[src/rtl/agr_pkg.sv]
// Shared constants and types for the white-balance gain calculator.
package agr_pkg;

  localparam int unsigned DATA_W     = 16;
  localparam int unsigned NUM_W      = 25;
  localparam int unsigned DIV_STAGES = 5;
  localparam int unsigned DIV_BITS   = NUM_W / DIV_STAGES;
  localparam int unsigned ADDR_W     = 3;

  localparam logic [DATA_W-1:0] RATIO_ONE  = 16'd512;
  localparam logic [DATA_W-1:0] UNITY_GAIN = 16'h0100;

  typedef enum logic [1:0] {
    ST_OK         = 2'd0,
    ST_ZERO_IN    = 2'd1,
    ST_ZERO_RATIO = 2'd2
  } status_t;

  typedef enum logic {
    REG_GOLDEN_RG = 1'b0,
    REG_GOLDEN_BG = 1'b1
  } reg_idx_t;

  // Side information that travels with an item through the second division.
  typedef struct packed {
    status_t           status;
    logic [DATA_W-1:0] r_ratio;
    logic [DATA_W-1:0] b_ratio;
  } side_t;

endpackage

[src/rtl/agr_div.sv]
// Pipelined restoring divider, several quotient bits per register stage.
module agr_div (
  input  logic                        clk,
  input  logic                        en,
  input  logic [agr_pkg::NUM_W-1:0]   num_i,
  input  logic [agr_pkg::DATA_W-1:0]  den_i,
  output logic [agr_pkg::DATA_W-1:0]  quo_o
);
  import agr_pkg::*;

  // Each stage holds the partial remainder and a word whose top holds the
  // numerator bits still to consume and whose bottom collects quotient bits.
  logic [DATA_W-1:0] rem_r [DIV_STAGES];
  logic [NUM_W-1:0]  nq_r  [DIV_STAGES];
  logic [DATA_W-1:0] den_r [DIV_STAGES];

  genvar s;
  for (s = 0; s < DIV_STAGES; s++) begin : g_st
    logic [DATA_W-1:0] rem_in, den_in, rem_nxt;
    logic [NUM_W-1:0]  nq_in, nq_nxt;

    if (s == 0) begin : g_first
      assign rem_in = '0;
      assign nq_in  = num_i;
      assign den_in = den_i;
    end else begin : g_next
      assign rem_in = rem_r[s-1];
      assign nq_in  = nq_r[s-1];
      assign den_in = den_r[s-1];
    end

    always_comb begin : c_step
      logic [DATA_W:0] t;
      rem_nxt = rem_in;
      nq_nxt  = nq_in;
      for (int i = 0; i < DIV_BITS; i++) begin
        t = {rem_nxt, nq_nxt[NUM_W-1]};
        if (t >= {1'b0, den_in}) begin
          t      = t - {1'b0, den_in};
          nq_nxt = {nq_nxt[NUM_W-2:0], 1'b1};
        end else begin
          nq_nxt = {nq_nxt[NUM_W-2:0], 1'b0};
        end
        rem_nxt = t[DATA_W-1:0];
      end
    end

    always_ff @(posedge clk) begin
      if (en) begin
        rem_r[s] <= rem_nxt;
        nq_r[s]  <= nq_nxt;
        den_r[s] <= den_in;
      end
    end
  end

  assign quo_o = nq_r[DIV_STAGES-1][DATA_W-1:0];

endmodule
[config.mk]
export PLATFORM = sky130hd
export DESIGN_NAME = agr_div
export DESIGN_NICKNAME = d
export VERILOG_FILES = /design/src/rtl/agr_pkg.sv /design/src/rtl/agr_div.sv
export SDC_FILE = /design/constraint.sdc
export NUM_CORES = 1
export LEC_CHECK = 0
export ABC_AREA = 1
export BUFFER_PORTS_ARGS = -buffer_cell sky130_fd_sc_hd__buf_2
export CORE_MARGIN = 2
export CORE_UTILIZATION = 40
export CTS_CLUSTER_DIAMETER = 60
export CTS_CLUSTER_SIZE = 30
export DETAILED_ROUTE_END_ITERATION = 7
export PLACE_DENSITY_LB_ADDON = 0.2
export REMOVE_ABC_BUFFERS = 1
export SYNTH_ARGS = -nofsm -noshare
export SYNTH_HDL_FRONTEND = slang
export SYNTH_SLANG_ARGS = --single-unit
[constraint.sdc]
create_clock -name clk -period 27.3 [get_ports clk]
set_clock_uncertainty 0.1 [all_clocks]
set_input_delay 8.19 -clock clk [delete_from_list [all_inputs] [get_ports clk]]
set_output_delay 8.19 -clock clk [all_outputs]
set_load 0.01 [all_outputs]
# == Yosys cells after proc, flatten, opt, wreduce, memory -nomap -nowiden ==
# Memory sizes are Yosys's and may differ from the RTL's.
# Cells that the tools add are included.
# classes
n_mux,52
eq_ne,0
addsub,25
n_div,0
n_mul,0
n_reduce_logical,0
bitwise_logic,0
magnitude_cmp,25
shift,0
# op_table
op,count
17-bit by 16-bit greater-or-equal comparator with 1-bit output,24
16-bit 2-to-1 mux,25
16-bit subtractor,24
1-bit 2-to-1 mux,27
1-bit by 16-bit greater-or-equal comparator with 1-bit output,1
1-bit by 16-bit subtractor with 16-bit output,1
# totals
out_inout_bits,16
mem_bits_ro,0
mem_bits_rw,285
latchBits,0
memories,3
inputBits,43
reg_bits,0
# mem_list
memory,words,width,read_ports,rd_clocked_by_memory_dff,write_ports,line_no,rtl
nq_r,5,25,5,0,5,agr_div.sv:14,logic [NUM_W-1:0] nq_r [DIV_STAGES];
den_r,5,16,4,0,5,agr_div.sv:15,logic [DATA_W-1:0] den_r [DIV_STAGES];
rem_r,5,16,4,0,5,agr_div.sv:13,logic [DATA_W-1:0] rem_r [DIV_STAGES];

# == Longest topological paths before layout ==
# An unclocked memory read counts as a cell.
# logic_depth
depth_word,11
ltp_mapped,71

# == Worst setup path after synthesis ==
# OpenSTA, ideal clock, no wires.
# synth_path
path_type,input to register
from,input den_i[1] (netlist name)
to,memory rem_r[0][1] (data pin)
required_time_ns,26.928
path_slack_ns,10.512
t_arrival_ns,16.415
stages,57
path_buffers,5
path_cell_list,inv_1 > ha_1 > nand2_1 > nand2_1 > nand3_1 > o21ai_0 > ha_1 > nand3_1 > nand2_1 > a21oi_1 > o21ai_1 > nand2_1 > nand2_1 > nand2_1 > nand2_2 > inv_1 > buf_2 > o21ai_0 > [21 not listed] > nor2_1 > buf_2 > nand2_1 > nand2_1 > ha_1 > a21oi_1 > o21ai_0 > nand3_1 > nand2_1 > nand2_1 > nand2_1 > a21oi_1 > o21ai_0 > a211oi_1 > nand3_2 > buf_2 > nand2_1 > o21ai_0
# synth_lines
element,line_no,rtl
"start, declared",agr_div.sv:6,"input logic [agr_pkg::DATA_W-1:0] den_i,"
"end, declared",agr_div.sv:13,

==> results.txt <==
----------------------------------------------------
[Outcome]
  Status ... finished clean

[Clock network]
  Clk slew on worst S/H paths ... 0.08 ns
  Level count of the clock H-tree ... 1
  Cts hold-fix bufs ... 0
  Clock tree from TritonCTS ... done
  Post-cts sizing count ... 0
  Root Buffer ... sky130_fd_sc_hd__clkbuf_16
  Clock buffers created by TritonCTS ... 28
  # Post-CTS Setup Buffers ... 0
  Insertion delay to the later sink of the worst-skew pair ... 0.60 ns
  Buffer depth of the longest clock path ... 3
  Count of clock tree sinks ... 212

[STA]
  Setup violation total in the final timing report ... 0
  Peak clock frequency supported by timing ... 0.0521 GHz
  Fin crit share ... 70.2%
  Final max-slew violation count ... 0
  Summed negative setup slack over all endpoints ... 0 ns
  RSZ-0062 raised after global routing ... no
  Tightest slew margin relative to the limit ... 26.4%
  Actual transition at the worst max-transition pin ... 1.10 ns
  Hold violation total from the final report ... 0
  Tmin final ... 19.18 ns

[Critical path]
  Type of element capturing the critical path ... flip-flop
  Largest fanout on the critical path ... 23
  CP required ... 27.66 ns
  Data arrival time of the critical path ... 19.53 ns
  Cell with the most instances on the worst path ... sky130_fd_sc_hd__nand2_1
  Master of the slowest instance on the critical path ... sky130_fd_sc_hd__o21ai_0
  Critical Path Source Type ... primary input
  Critical setup path kind ... primary input to flip-flop
  Delay of the slowest cell on the worst path ... 0.60 ns

[Global route]
  Global-route usage over all layers ... 22.5%
  First-pass GRT wire length ... 133 mm
  Residual overflow from global routing ... 0
  Antenna violations before repair ... 0
  Maximum number of pins on one net before global-route repair ... 89
  Via count of the first global-routing pass ... 25300

[Yosys]
  Synth cell count leaders ... sky130_fd_sc_hd__nand2_1, sky130_fd_sc_hd__inv_1, sky130_fd_sc_hd__ha_1
  Proportion of register bits with asynchronous set or reset after synthesis ... 0%
  Post-Synthesis Mean Instance Area ... 6.99 um2
  Number of synthesized flops with an enable pin ... 212
  Post-synth top area cell ... sky130_fd_sc_hd__edfxtp_1
  Count of warnings emitted by yosys ... 0
  Mapped Cells ... 4087
  Most common cell in the synthesized netlist ... sky130_fd_sc_hd__nand2_1
  Unique cell type count in the Yosys netlist ... 59
  Sequential-to-total area share from yosys stat ... 22.3%
  Flip-flop cell with the highest count after synthesis ... sky130_fd_sc_hd__edfxtp_1
  Total of flip-flops plus latches after synthesis ... 212
  Syn Std Cell Area ... 0.0286 mm2
  Most area-consuming cells after synthesis ... sky130_fd_sc_hd__edfxtp_1, sky130_fd_sc_hd__ha_1, sky130_fd_sc_hd__nand2_1, sky130_fd_sc_hd__inv_1, sky130_fd_sc_hd__a21oi_1
  Portion of synthesized cell area occupied by the leading cell type ... 22.3%

[Cells and area]
  Area occupied by multi-input gates ... 0.0200 mm2
  Antenna diode count ... 0
  Register area ... 0.00637 mm2
  Layout area overhead ... 7.65%
  Share of layout cells above drive strength 1 ... 4.88%
  Number of fill cells in the layout ... 7399
  Total number of nets in the final design ... 4574

[Die]
  Chip height ... 271 um
  Top Ports ... 59
  Die outline area ... 0.0735 mm2
  Die outline width ... 271 um
  Site Rows ... 97
  Placeable core area ... 0.0704 mm2
  Initial cell density of the core ... 40.6%

[Flow run]
  Max-capacitance violation count ... 0

[Route]
  Routed vias ... 26600
  Detail-routed net length per standard cell ... 16.4 um
  Total length of routed wires ... 83.4 mm
  DRC violation count after routing ... 0
  Number of design-rule violations left by the first detailed-router iteration ... 1779
  Pre-antenna DRT Iters ... 6
  Post-route antenna net violation count ... 0
  Vias per Instance ... 5.23

[Worst hold path]
  Tightest Hold Check Type ... flip-flop to flip-flop

[Placement]
  Detailed-placement wirelength estimate ... 68.5 mm
  Port Buf Inserts ... 58
  Gpl congestion ... 0.917

----------------------------------------------------
registers in the layout (all words and copies together) (netlist names):
name   cells
den_r     64
nq_r      84
rem_r     64
layout make-up:
type / count / share of cell area [%]
Multi-Input combinational cell: 3325 / 64.9
Tap cell: 940 / 3.83
Clock inverter: 22 / 1.06
Inverter: 492 / 6.03
Timing Repair Buffer: 63 / 1.10
Sequential cell: 212 / 20.7
Clock buffer: 29 / 2.36
stage by stage:
step | instance area, um2 | std cells | hold slack [ns] | util, % | setup WS (ns)
finish | 30700 | 5083 | 0.302 | 43.7 | 8.12
floorplan | 28200 | 4029 | 0.300 | - | 9.84
global placement | 29700 | 5032 | 0.303 | 42.2 | 7.77
global route | 30700 | 5083 | 0.313 | 43.7 | 6.61
detailed placement | 29700 | 5032 | 0.305 | 42.2 | 7.55
CTS | 30700 | 5083 | 0.305 | 43.7 | 8.13
placed cells by master (no fill, tap or decap), types with 8 or more instances in the layout:
cell / instances
sky130_fd_sc_hd__xnor2_1: 133
sky130_fd_sc_hd__inv_2: 8
sky130_fd_sc_hd__a21o_1: 19
sky130_fd_sc_hd__o21ai_1: 38
sky130_fd_sc_hd__a21boi_0: 19
sky130_fd_sc_hd__nor4_1: 19
sky130_fd_sc_hd__a31oi_1: 24
sky130_fd_sc_hd__edfxtp_1: 212
sky130_fd_sc_hd__clkbuf_16: 29
sky130_fd_sc_hd__ha_1: 386
sky130_fd_sc_hd__inv_1: 482
sky130_fd_sc_hd__nand2_1: 1208
sky130_fd_sc_hd__nand3_1: 204
sky130_fd_sc_hd__xor2_1: 159
sky130_fd_sc_hd__o21bai_1: 22
sky130_fd_sc_hd__nor2_1: 195
sky130_fd_sc_hd__or2_2: 11
sky130_fd_sc_hd__o21ai_0: 311
sky130_fd_sc_hd__o21ai_2: 15
sky130_fd_sc_hd__a21oi_1: 321
sky130_fd_sc_hd__o21a_1: 8
sky130_fd_sc_hd__buf_2: 57
sky130_fd_sc_hd__nor3_1: 35
sky130_fd_sc_hd__nand3b_1: 9
sky130_fd_sc_hd__nand2_2: 23
sky130_fd_sc_hd__nand4_1: 56
sky130_fd_sc_hd__fa_1: 23
sky130_fd_sc_hd__o211ai_1: 10
sky130_fd_sc_hd__nand3_2: 9
routing by layer:
| layer | track usage, % | routed length (um) |
|---|---|---|
| met2 | 38.4 | 38400 |
| met5 | 0 | 0 |
| met4 | 7.09 | 2860 |
| met3 | 2.39 | 3480 |
| met1 | 29.7 | 38600 |
kinds of logic after synthesis:
group           after synthesis  synth area share [%]
simple gates               1801                  26.6
compound gates              823                  15.8
flops                       212                  22.3
xor+xnor                    292                  8.96
fa+ha+maj                   409                  18.5
buf+inv                     550                  7.83
critical path: cells and delay by family:
| kind | cells | cell delay [ns] |
|---|---|---|
| and+or+nand+nor | 26 | 3.78 |
| AOI/OAI and AO/OA | 14 | 4.34 |
| adders and majority gates | 5 | 1.61 |
| buffers and inverters | 6 | 1.59 |
worst paths after layout:
check / cells past startpoint / slack [ns] / to / start
max reg2reg: 53 / 14.35 / rem_r[0][61] / den_r[0][33]
min: 0 / 0.30 / nq_r[0][96] / nq_r[0][66]
min reg2reg: 0 / 0.30 / nq_r[0][96] / nq_r[0][66]
max: 51 / 8.12 / rem_r[0][11] / den_i[1]
Power is not shown: default switching activity piles up to over one toggle a cycle in this logic, so the estimate is an artifact.
